$ cat src/esbcd_pkg.sv
// Shared constants, types and helper functions for the epoch-seconds to BCD
// date/time converter. No dependencies; every other file imports this package.
`default_nettype none

package esbcd_pkg;

    // Number of register stages, from the input register to the result register.
    localparam int NUM_STG = 10;

    // Days from seconds: t / 86400 = (t >> 7) / 675, exact reciprocal over 25 bits.
    localparam logic [25:0] DAY_RECIP   = 26'd50903317;
    localparam int          DAY_SHIFT   = 35;
    localparam logic [9:0]  DAY_ODD     = 10'd675;

    // Hours from second of day (exact for values below 86400).
    localparam logic [15:0] HOUR_RECIP    = 16'd37283;
    localparam int          HOUR_SHIFT    = 27;
    localparam logic [11:0] SEC_PER_HOUR  = 12'd3600;

    // Minutes from second of hour (exact for values below 3600).
    localparam logic [12:0] MIN_RECIP     = 13'd4370;
    localparam int          MIN_SHIFT     = 18;
    localparam logic [5:0]  SEC_PER_MIN   = 6'd60;

    // Four-year blocks of 1461 days (exact for values below 49712).
    localparam logic [15:0] QUAD_RECIP  = 16'd45934;
    localparam int          QUAD_SHIFT  = 26;
    localparam logic [10:0] QUAD_DAYS   = 11'd1461;

    // Day count of 2100-03-01: from here on a phantom Feb 29 2100 is inserted
    // so that every four-year block looks like leap + three common years.
    localparam logic [15:0] SKIP_DAY    = 16'd36584;

    localparam logic [10:0] YEAR1_START = 11'd366;
    localparam logic [10:0] YEAR2_START = 11'd731;
    localparam logic [10:0] YEAR3_START = 11'd1096;
    localparam logic [8:0]  FEB29_DOY   = 9'd59;
    localparam logic [7:0]  CENTURY     = 8'd100;

    typedef struct packed {
        logic [NUM_STG-1:0] ld;   // per-stage register load enable
    } pipe_ctl_t;

    // First day of each month (0-based index) in a leap-year layout.
    function automatic logic [8:0] month_start(input logic [3:0] idx);
        logic [8:0] r;
        case (idx)
            4'd0:    r = 9'd0;
            4'd1:    r = 9'd31;
            4'd2:    r = 9'd60;
            4'd3:    r = 9'd91;
            4'd4:    r = 9'd121;
            4'd5:    r = 9'd152;
            4'd6:    r = 9'd182;
            4'd7:    r = 9'd213;
            4'd8:    r = 9'd244;
            4'd9:    r = 9'd274;
            4'd10:   r = 9'd305;
            4'd11:   r = 9'd335;
            default: r = 9'd0;
        endcase
        return r;
    endfunction

    // Packed BCD of a value below 100; tens by reciprocal multiply.
    function automatic logic [7:0] to_bcd(input logic [6:0] v);
        logic [14:0] p;
        logic [3:0]  tens;
        logic [6:0]  ones;
        p    = 15'(v) * 15'd205;
        tens = p[14:11];
        ones = v - 7'({3'd0, tens} * 7'd10);
        return {tens, ones[3:0]};
    endfunction

endpackage

`default_nettype wire

$ cat src/esbcd_split.sv
// Splits the seconds count into whole days and second of day (stages 1-3).
// Depends on esbcd_pkg.
`default_nettype none

module esbcd_split
    import esbcd_pkg::*;
(
    input  wire logic        aclk,
    input  wire pipe_ctl_t   ctl,
    input  wire logic [31:0] t_in,       // stage 0 seconds count
    output logic [16:0]      sod_out,    // stage 3 second of day
    output logic [15:0]      dadj_out    // stage 3 day count, 2100 leap gap inserted
);

    logic [50:0] prod1_reg, prod1_next;
    logic [31:0] t1_reg;
    logic [15:0] days2_reg, days2_next;
    logic [31:0] t2_reg;
    logic [16:0] sod3_reg, sod3_next;
    logic [15:0] dadj3_reg, dadj3_next;
    logic [24:0] rem_w;

    always_comb begin
        prod1_next = 51'(t_in[31:7]) * 51'(DAY_RECIP);
        days2_next = prod1_reg[DAY_SHIFT +: 16];
        rem_w      = t2_reg[31:7] - 25'({9'd0, days2_reg} * 25'(DAY_ODD));
        sod3_next  = {rem_w[9:0], t2_reg[6:0]};
        dadj3_next = days2_reg + 16'(days2_reg >= SKIP_DAY);
    end

    always_ff @(posedge aclk) begin
        if (ctl.ld[1]) begin
            prod1_reg <= prod1_next;
            t1_reg    <= t_in;
        end
        if (ctl.ld[2]) begin
            days2_reg <= days2_next;
            t2_reg    <= t1_reg;
        end
        if (ctl.ld[3]) begin
            sod3_reg  <= sod3_next;
            dadj3_reg <= dadj3_next;
        end
    end

    assign sod_out  = sod3_reg;
    assign dadj_out = dadj3_reg;

endmodule

`default_nettype wire

$ cat src/esbcd_tod.sv
// Time of day: hours, minutes and seconds from second of day (stages 4-8).
// Depends on esbcd_pkg.
`default_nettype none

module esbcd_tod
    import esbcd_pkg::*;
(
    input  wire logic        aclk,
    input  wire pipe_ctl_t   ctl,
    input  wire logic [16:0] sod_in,     // stage 3
    output logic [4:0]       hour_out,   // stage 8, binary
    output logic [5:0]       min_out,    // stage 8, binary
    output logic [5:0]       sec_out     // stage 8, binary (combinational off stage 8)
);

    logic [32:0] ph4_reg, ph4_next;
    logic [16:0] sod4_reg, sod5_reg;
    logic [4:0]  hour5_reg, hour5_next;
    logic [11:0] ms6_reg, ms6_next;
    logic [4:0]  hour6_reg, hour7_reg, hour8_reg;
    logic [24:0] pm7_reg, pm7_next;
    logic [11:0] ms7_reg, ms8_reg;
    logic [5:0]  min8_reg, min8_next;
    logic [16:0] ms_w;
    logic [11:0] sec_w;

    always_comb begin
        ph4_next   = 33'(sod_in) * 33'(HOUR_RECIP);
        hour5_next = ph4_reg[HOUR_SHIFT +: 5];
        ms_w       = sod5_reg - 17'({12'd0, hour5_reg} * 17'(SEC_PER_HOUR));
        ms6_next   = ms_w[11:0];
        pm7_next   = 25'(ms6_reg) * 25'(MIN_RECIP);
        min8_next  = pm7_reg[MIN_SHIFT +: 6];
        sec_w      = ms8_reg - 12'({6'd0, min8_reg} * 12'(SEC_PER_MIN));
    end

    always_ff @(posedge aclk) begin
        if (ctl.ld[4]) begin
            ph4_reg  <= ph4_next;
            sod4_reg <= sod_in;
        end
        if (ctl.ld[5]) begin
            hour5_reg <= hour5_next;
            sod5_reg  <= sod4_reg;
        end
        if (ctl.ld[6]) begin
            ms6_reg   <= ms6_next;
            hour6_reg <= hour5_reg;
        end
        if (ctl.ld[7]) begin
            pm7_reg   <= pm7_next;
            ms7_reg   <= ms6_reg;
            hour7_reg <= hour6_reg;
        end
        if (ctl.ld[8]) begin
            min8_reg  <= min8_next;
            ms8_reg   <= ms7_reg;
            hour8_reg <= hour7_reg;
        end
    end

    assign hour_out = hour8_reg;
    assign min_out  = min8_reg;
    assign sec_out  = sec_w[5:0];

endmodule

`default_nettype wire

$ cat src/esbcd_date.sv
// Calendar date: year offset, month and day from the day count (stages 4-8).
// Depends on esbcd_pkg.
`default_nettype none

module esbcd_date
    import esbcd_pkg::*;
(
    input  wire logic        aclk,
    input  wire pipe_ctl_t   ctl,
    input  wire logic [15:0] dadj_in,    // stage 3
    output logic [7:0]       year_out,   // stage 8, years since 2000
    output logic [3:0]       month_out,  // stage 8, 1-12
    output logic [4:0]       day_out     // stage 8, 1-31
);

    logic [31:0] pq4_reg, pq4_next;
    logic [15:0] dadj4_reg, dadj5_reg;
    logic [5:0]  q5_reg, q5_next, q6_reg;
    logic [10:0] r6_reg, r6_next;
    logic [7:0]  year7_reg, year7_next, year8_reg;
    logic [8:0]  doy7_reg, doy7_next;
    logic [3:0]  month8_reg, month8_next;
    logic [4:0]  day8_reg, day8_next;
    logic [15:0] r_w;
    logic [1:0]  yq;
    logic [10:0] ystart;
    logic [8:0]  doyr;
    logic [3:0]  midx;
    logic [8:0]  dom_w;

    always_comb begin
        pq4_next = 32'(dadj_in) * 32'(QUAD_RECIP);
        q5_next  = pq4_reg[QUAD_SHIFT +: 6];
        r_w      = dadj5_reg - 16'({10'd0, q5_reg} * 16'(QUAD_DAYS));
        r6_next  = r_w[10:0];

        // year inside the four-year block; the first one is the leap year
        if (r6_reg >= YEAR3_START) begin
            yq = 2'd3; ystart = YEAR3_START;
        end else if (r6_reg >= YEAR2_START) begin
            yq = 2'd2; ystart = YEAR2_START;
        end else if (r6_reg >= YEAR1_START) begin
            yq = 2'd1; ystart = YEAR1_START;
        end else begin
            yq = 2'd0; ystart = 11'd0;
        end
        doyr = 9'(r6_reg - ystart);
        // common years skip Feb 29 so one leap-layout month table serves all
        doy7_next  = (yq != 2'd0 && doyr >= FEB29_DOY) ? doyr + 9'd1 : doyr;
        year7_next = {q6_reg, yq};

        midx = 4'd0;
        for (int i = 1; i < 12; i++) begin
            if (doy7_reg >= month_start(4'(i))) begin
                midx = 4'(i);
            end
        end
        month8_next = midx + 4'd1;
        dom_w       = doy7_reg - month_start(midx) + 9'd1;
        day8_next   = dom_w[4:0];
    end

    always_ff @(posedge aclk) begin
        if (ctl.ld[4]) begin
            pq4_reg   <= pq4_next;
            dadj4_reg <= dadj_in;
        end
        if (ctl.ld[5]) begin
            q5_reg    <= q5_next;
            dadj5_reg <= dadj4_reg;
        end
        if (ctl.ld[6]) begin
            r6_reg <= r6_next;
            q6_reg <= q5_reg;
        end
        if (ctl.ld[7]) begin
            year7_reg <= year7_next;
            doy7_reg  <= doy7_next;
        end
        if (ctl.ld[8]) begin
            year8_reg  <= year7_reg;
            month8_reg <= month8_next;
            day8_reg   <= day8_next;
        end
    end

    assign year_out  = year8_reg;
    assign month_out = month8_reg;
    assign day_out   = day8_reg;

endmodule

`default_nettype wire

$ cat src/epoch_seconds_to_bcd_datetime_top.sv
// Epoch-seconds to BCD calendar date/time converter, top level.
// Uses esbcd_pkg, esbcd_split, esbcd_tod and esbcd_date.
//
// Usage:
//   Slave channel (s_t*): one word is a 32-bit count of seconds since
//   2000-01-01 00:00:00. Master channel (m_t*): one word per input word with
//   second, minute, hour, day, month and two-digit year as packed BCD, plus
//   an overflow flag set for years 2100 and later (year digits wrap mod 100).
//   Pipeline: an accepted word passes through ten register stages in all,
//   from the input register to the result register on m_tdata, paced by
//   the reciprocal multipliers that each get a stage of their own.
//   Throughput: one word per cycle, sustained while m_tready is high.
//   Stall: each stage holds only while it is full and the stage after it
//   cannot move, so empty stages still fill while m_tready is low; s_tready
//   drops once every stage holds a word and m_tready is low.
//   Reset: aresetn (synchronous, active low) empties the pipeline; words in
//   flight are dropped and no result is produced for them.
`default_nettype none

module epoch_seconds_to_bcd_datetime_top
    import esbcd_pkg::*;
(
    input  wire logic        aclk,
    input  wire logic        aresetn,
    input  wire logic        s_tvalid,
    output logic             s_tready,
    input  wire logic [31:0] s_tdata,   // [31:0] epoch_seconds
    output logic             m_tvalid,
    input  wire logic        m_tready,
    output logic [39:0]      m_tdata    // [6:0] second_bcd, [13:7] minute_bcd,
                                        // [19:14] hour_bcd, [25:20] day_bcd,
                                        // [30:26] month_bcd, [38:31] year_bcd,
                                        // [39] year_overflow
);

    logic [NUM_STG-1:0] vld_reg, vld_next;
    logic [NUM_STG-1:0] adv;
    pipe_ctl_t          ctl;
    logic [31:0]        t0_reg;
    logic [39:0]        out_reg, out_next;

    logic [16:0] sod;
    logic [15:0] dadj;
    logic [4:0]  hour;
    logic [5:0]  minute;
    logic [5:0]  second;
    logic [7:0]  year;
    logic [3:0]  month;
    logic [4:0]  day;
    logic [6:0]  year_lo;
    logic        ovf;
    logic [7:0]  sec_b, min_b, hour_b, day_b, mon_b, year_b;

    // A stage may load when it is empty or its content moves on this cycle.
    always_comb begin
        adv[NUM_STG-1] = !vld_reg[NUM_STG-1] || m_tready;
        for (int i = NUM_STG - 2; i >= 0; i--) begin
            adv[i] = !vld_reg[i] || adv[i+1];
        end
        ctl.ld = adv;
        vld_next[0] = adv[0] ? s_tvalid : vld_reg[0];
        for (int i = 1; i < NUM_STG; i++) begin
            vld_next[i] = adv[i] ? vld_reg[i-1] : vld_reg[i];
        end
    end

    always_ff @(posedge aclk) begin
        if (!aresetn) begin
            vld_reg <= '0;
        end else begin
            vld_reg <= vld_next;
        end
    end

    always_ff @(posedge aclk) begin
        if (adv[0]) begin
            t0_reg <= s_tdata;
        end
        if (adv[NUM_STG-1]) begin
            out_reg <= out_next;
        end
    end

    esbcd_split u_split (
        .aclk     (aclk),
        .ctl      (ctl),
        .t_in     (t0_reg),
        .sod_out  (sod),
        .dadj_out (dadj)
    );

    esbcd_tod u_tod (
        .aclk     (aclk),
        .ctl      (ctl),
        .sod_in   (sod),
        .hour_out (hour),
        .min_out  (minute),
        .sec_out  (second)
    );

    esbcd_date u_date (
        .aclk      (aclk),
        .ctl       (ctl),
        .dadj_in   (dadj),
        .year_out  (year),
        .month_out (month),
        .day_out   (day)
    );

    always_comb begin
        ovf     = (year >= CENTURY);
        year_lo = ovf ? 7'(year - CENTURY) : year[6:0];
        sec_b   = to_bcd({1'b0, second});
        min_b   = to_bcd({1'b0, minute});
        hour_b  = to_bcd({2'b0, hour});
        day_b   = to_bcd({2'b0, day});
        mon_b   = to_bcd({3'b0, month});
        year_b  = to_bcd(year_lo);
        out_next = {ovf, year_b, mon_b[4:0], day_b[5:0], hour_b[5:0],
                    min_b[6:0], sec_b[6:0]};
    end

    assign s_tready = adv[0];
    assign m_tvalid = vld_reg[NUM_STG-1];
    assign m_tdata  = out_reg;

endmodule

`default_nettype wire
$ cat config.mk
export PLATFORM = sky130hd
export DESIGN_NAME = epoch_seconds_to_bcd_datetime_top
export DESIGN_NICKNAME = d
export VERILOG_FILES = /design/src/esbcd_pkg.sv /design/src/esbcd_split.sv /design/src/esbcd_tod.sv /design/src/esbcd_date.sv /design/src/epoch_seconds_to_bcd_datetime_top.sv
export SDC_FILE = /design/constraint.sdc
export NUM_CORES = 2
export LEC_CHECK = 0
export BUFFER_PORTS_ARGS = -buffer_cell sky130_fd_sc_hd__buf_2
export CORE_MARGIN = 2
export CORE_UTILIZATION = 60
export DETAILED_ROUTE_END_ITERATION = 16
export GPL_ROUTABILITY_DRIVEN = 1
export PLACE_DENSITY = 0.77
export SKIP_CTS_REPAIR_TIMING = 1
export SYNTH_ARGS = -nofsm -noshare
export SYNTH_HDL_FRONTEND = slang
export SYNTH_SLANG_ARGS = --single-unit
$ cat constraint.sdc
create_clock -name aclk -period 7.7 [get_ports aclk]
set_input_delay 0.385 -clock aclk [delete_from_list [all_inputs] [get_ports aclk]]
set_output_delay 0.385 -clock aclk [all_outputs]
set_load 0.005 [all_outputs]
Word-level counts from Yosys, hierarchy flattened
Memories as Yosys holds them, arrays and structs flattened.
Cells that the tools add are included.
{ "totals": {"regBits": 455, "mem_bits_ro": 144, "out_inout_bits": 42, "mem_count": 1} }
{ "classes": {"n_addsub": 17, "n_mul": 20, "order_cmp": 17, "mux": 19, "n_reduce_logical": 22} }
{ "memory_table": {"columns": ["name", "depth", "width", "read_ports", "rd_ports_with_merged_regs", "write_ports", "line_no", "rtl"], "rows": [
  ["(no name shown)", 16, 9, 1, 0, 0, "esbcd_pkg.sv:47", "case (idx)"]
]} }
{ "ops": {"columns": ["operator", "n"], "rows": [
  ["multiplier 25 x 26 -> 51 bit, second input constant", 1],
  [">= comparator 9 x 8 -> 1 bit, second input constant", 4],
  ["2-to-1 mux 9 bit", 4],
  ["multiplier 17 x 16 -> 32 bit, second input constant", 1],
  ["multiplier 16 x 15 -> 31 bit, second input constant", 1],
  ["multiplier 6 x 8 -> 14 bit, second input constant", 2],
  [">= comparator 9 bit, second input constant", 3],
  ["multiplier 5 x 8 -> 13 bit, second input constant", 2],
  ["subtractor 4 bit", 6],
  ["multiplier 12 x 12 -> 23 bit, second input constant", 1],
  [">= comparator 9 x 6 -> 1 bit, second input constant", 2],
  [">= comparator 9 x 7 -> 1 bit, second input constant", 2],
  ["adder 16 x 1 -> 16 bit", 1],
  [">= comparator 16 bit, second input constant", 1],
  ["multiplier 16 x 10 -> 10 bit, second input constant", 1],
  ["2-to-1 mux 4 bit", 4],
  ["multiplier 7 x 8 -> 15 bit, second input constant", 1],
  ["multiplier 4 x 8 -> 12 bit, second input constant", 1],
  ["2-to-1 mux 3 bit", 4],
  ["subtractor 12 bit", 1],
  [">= comparator 11 x 10 -> 1 bit, second input constant", 1],
  [">= comparator 11 bit, second input constant", 1],
  [">= comparator 11 x 9 -> 1 bit, second input constant", 1],
  ["multiplier 6 x 11 -> 11 bit, second input constant", 1],
  ["24 further kinds", 48]
]} }

Depth between registers and ports, before layout
An unclocked memory read counts as a cell.
{ "depth": {"ltp_word": 15, "mapped_depth": 26, "depth_no_buf": 26} }

By module
From an unflattened synthesis, not the netlist that was laid out.
{ "unflattened": {"hier_cells": 3369, "area_unflattened_um2": 38525.7} }
{ "modules_own_cells": {"columns": ["module", "n_inst", "cells_per_inst", "area_per_inst_um2"], "rows": [
  ["esbcd_split", 1, 1281, 14087.3],
  ["esbcd_date", 1, 844, 9599.2],
  ["esbcd_tod", 1, 695, 8328.0],
  ["epoch_seconds_to_bcd_datetime_top", 1, 549, 6511.2]
]} }

Least setup slack after synthesis
Ideal clock, no wire load.
{ "synth_path": {"path_type": "register to register", "from": "register t0_reg[30]", "to": "register u_split.prod1_reg[46], data pin", "setup_ps": 176, "arrival_time_ps": 6139, "t_required_ps": 7524, "slack_ps": 1385, "stages_incl_launch_ff": 23, "path_buffers": 0, "synth_period_minus_slack_ps": 6315, "path_cell_list": "edfxtp_1 -> fa_1 -> inv_1 -> fa_1 -> inv_1 -> fa_1 -> inv_1 -> fa_1 -> inv_1 -> fa_1 -> inv_1 -> fa_1 -> inv_1 -> ha_1 -> ha_1 -> a21o_1 -> a21oi_2 -> nor4b_2 -> a211o_1 -> o21ai_2 -> and4_4 -> or4b_1 -> o311ai_2"} }
{ "synth_between": {"elab_chain_len": 1} }
{ "synth_lines": {"columns": ["element", "line_no", "rtl"], "rows": [
  ["start: declaration", "epoch_seconds_to_bcd_datetime_top.sv:39", "logic [31:0] t0_reg;"],
  ["start signal: assignment", "epoch_seconds_to_bcd_datetime_top.sv:77", "t0_reg <= s_tdata;"],
  ["multiplier 25 x 26 -> 51 bit", "esbcd_split.sv:24", "prod1_next = 51'(t_in[31:7]) * 51'(DAY_RECIP);"],
  ["net u_split.prod1_next[46]", "esbcd_split.sv:15", "logic [50:0] prod1_reg, prod1_next;"],
  ["end signal: assignment", "esbcd_split.sv:33", "prod1_reg <= prod1_next;"],
  ["end: declaration", "esbcd_split.sv:15", null]
]} }
The timed path passes the listed nets, and every way through them passes these cells.
A chain may end at the register's enable or synchronous reset.

Worst setup path after layout
{ "layout_path": {"from": "register t0_reg[12]", "to": "register u_split.prod1_reg[46], data pin"} }
Same word-level chain as after synthesis.

==> results.txt <==
The critical path is of the reg -> reg type. In the final layout, the share of cells above drive strength 1 is 5.16%. For this run, the top clock speed supported by timing is 144 MHz. The logs give 60.4% for the effective utilization at floorplan and 23.4% for the global-route total usage across every layer. Fraction of synthesis flops using an asynchronous set or reset pin: 0%.

The top cell type by total area after synthesis is ha_1. The logs give 0 for the final global-route overflow total and 0.75 ns for the register-to-register path setup slack. The worst-margin pin slew was 0.729 ns; the worst slack on hold paths was 0.0161 ns.

The latest clock arrival within the worst-skew pair is 0.55 ns, and the area growth from synthesis to layout is 7.79%. The number of synthesized flops with an enable pin is 341. The netlist uses 71 different library cells. Clock-pin slew was measured on the worst setup and hold paths at 0.06 ns. The final count of negative-setup-slack endpoints was 0; the number of maximum-capacitance violations was 0. For the number of endpoints with negative hold slack in the final report, the log shows 0. The tree is rooted in a clkbuf_16. After layout, the minimum clock period comes to 6.95 ns. The slowest stage of the critical path belongs to the cell edfxtp_1. The run gives 351 as the clock sink count. Buffers inserted during clock tree synthesis total 38. The floorplan step set the die height to 253 µm. Number of levels in the clock H-tree: 2.

After the first detailed-routing iteration, the DRC count stood at 740. Average vias per placed instance: 5.36. The worst setup path is captured at a flip-flop. The register with the most flip-flops in the layout has 40 of them. The number of pins with negative max-slew slack in the final report was 0. Summed over its instances, the top area cell type makes up 29.0% of the synthesized netlist area. The repair_antennas step left the layout with diodes totalling 0. The highest cell delay on the worst timing path is 0.70 ns, and the worst endpoint data arrival time is 7.31 ns. For the net count of the finished layout, the log shows 4603. The floorplan core area was 0.0615 mm².

TritonCTS built the clock tree. In this run the worst path has a maximum fanout of 12. The final antenna-violating net count was 0; the die area was 0.0639 mm². After filler insertion, the fill cell instance count of the layout stands at 4513. The count of vias placed by the detailed router is 22100. By area the synthesized netlist is led by ha_1 (29%), edfxtp_1 (28%), fa_1 (22%), inv_1 (8.4%), xnor2_1 (2.5%). The longest clock path from root to sink contains 3 buffers. The first global-routing pass estimated 119000 µm of wire. The sequential cells in the finished layout cover a total of 0.0104 mm².

The worst hold path class is in -> reg. The post-route clock skew was 0.0108 ns. The tools report the number of antenna violations at the first check in global routing as 1. Post-route fraction of the period consumed by the critical path: 90.3%. For the via count of the first global-routing pass, the log shows 24400. Setup repair after global routing left no endpoint under its margin. During placement, the flow inserted port buffers numbering 77. The relative slew slack came out at 51.4%. Summed over all failing endpoints, the final setup total negative slack is 0 ns.

In the synthesized netlist, the number of instances is 3157. The buffering stage count on the worst path with inverters included was 6; the data required time of the worst path was 8.06 ns. The run gives 0 as the final routed DRC violation total.

For the post-synth design cell area, the log shows 0.0372 mm². The run gives 5 as the number of detailed-routing iterations run before antenna repair. After synthesis, the mean cell area works out to 11.8 µm². Wires add up to 70400 µm. The flow ran to the end, and the final reports show no timing, DRC or antenna violations. The average wire length per cell after detail routing came out at 17.1 µm. The die boundary width came out at 253 µm.

The share of the Yosys chip area taken by registers is 28.1%. In this run the count of I/O pins placed on the die edge is 78. Entering global routing, the biggest net connects 41 pins. Detailed placement ended at an HPWL of 59900 µm.

The run gives 0.0236 mm² as the multi-input gate area in the final layout. On the critical path the largest part of the delay comes from adder cells. Counting every net in the synthesized netlist gives 4457. Among the stages of the critical path, the cell type that occurs most often is inv_1. Counting flops and latches in the post-synthesis netlist gives 351.

Among all flip-flop cells after synthesis, the most frequent one is edfxtp_1. At the end of routability-driven placement, the weighted congestion stood at 0.950. The worst setup path is launched from a flip-flop. The critical path goes through inv_1 > ha_1 > inv_1 > fa_1 > ha_1 > inv_1 > fa_1 > inv_1 > fa_1 > fa_1 > inv_1 > fa_1 > inv_1 > ha_1 > a21oi_1 > nor2_1 > nor4b_1 > a32o_1 > a211o_1 > o21ai_2 > and4_4 > or4b_1 > o311ai_2.

Yosys printed 0 warnings. After floorplanning, the core was divided into 91 placement rows.
-- worst register-to-register path, stage by stage (launching register included) --
cell and delay, ns:
edfxtp_1 0.70, inv_1 0.23, ha_1 0.38, inv_1 0.12
fa_1 0.43, ha_1 0.28, inv_1 0.05, fa_1 0.49
inv_1 0.05, fa_1 0.46, fa_1 0.55, inv_1 0.05
fa_1 0.53, inv_1 0.04, ha_1 0.32, a21oi_1 0.16
nor2_1 0.05, nor4b_1 0.34, a32o_1 0.32, a211o_1 0.23
o21ai_2 0.10, and4_4 0.21, or4b_1 0.54, o311ai_2 0.11
-- cell type report --
| class | count | share of cell area (%) |
|---|---|---|
| repair buffers | 113 | 1.80 |
| well taps | 790 | 2.47 |
| clock buffers | 50 | 2.56 |
| inverters | 829 | 7.77 |
| flip-flops and latches | 351 | 26.1 |
| multi-input cells | 1970 | 58.9 |
| clock inverters | 18 | 0.447 |
-- synth_stat cells (10+ instances only) --
cell type / instances
ha_1: 860
or2_2: 12
nand2_1: 56
a21oi_1: 82
nand3_1: 21
edfxtp_1: 341
and3_1: 12
nor2b_1: 18
o21ai_0: 38
o21bai_1: 13
nand4_1: 17
a21o_1: 64
xnor2_1: 106
inv_1: 829
nor2_1: 53
o21a_1: 14
nor3_1: 17
fa_1: 404
dfxtp_1: 10
xor2_1: 53
-- metal layers --
metal / share of wire, % / track usage, % / up-vias
li1: - / - / 10700
met1: 41 / 27.5 / 10900
met2: 54 / 45.0 / 311
met3: 2.3 / 2.24 / 107
met4: 2.8 / 6.81 / 0
met5: 0 / 0 / -
-- metrics by stage --
step	util, %	cells	setup slack (ns)	area (µm²)
after CTS	64.7	4095	0.734	39800
after global routing	65.1	4121	0.431	40100
after detailed placement	62.8	4027	0.756	38600
after global placement	62.8	4027	0.895	38600
after floorplan	-	3157	1.38	37200
final	65.1	4121	0.750	40100
-- final timing paths --
| check | start | to | depth (start not counted) |
|---|---|---|---|
| worst max register to register | t0_reg[12] | u_split.prod1_reg[46] | 23 |
| worst min-delay path | s_tdata[23] | t0_reg[23] | 1 |
| worst min register to register | u_date.dadj4_reg[9] | u_date.dadj5_reg[9] | 0 |
| worst max-delay path | t0_reg[12] | u_split.prod1_reg[46] | 23 |
-- cell families (layout without fill, tap and decap cells) --
family / after synthesis / in the layout / share of synthesized area, %
fa+ha+maj: 1264 / 1264 / 50.7
buf+inv: 836 / 1010 / 8.45
flops: 351 / 351 / 28.1
compound gates: 302 / 302 / 5.57
simple gates: 241 / 241 / 3.29
xor+xnor: 160 / 160 / 3.79
mux: 3 / 3 / 0.0875
-- cells in the final DEF (no fill, tap or decap), types with 39 or more instances in the layout --
cell type and count:
inv_1 829, nor2_1 53, ha_1 860, edfxtp_1 341
xor2_1 53, a21oi_1 82, a21o_1 64, buf_2 77
clkbuf_16 39, xnor2_1 106, nand2_1 56, fa_1 404
Power is not shown: default switching activity piles up to over one toggle a cycle in this logic, so the estimate is an artifact.
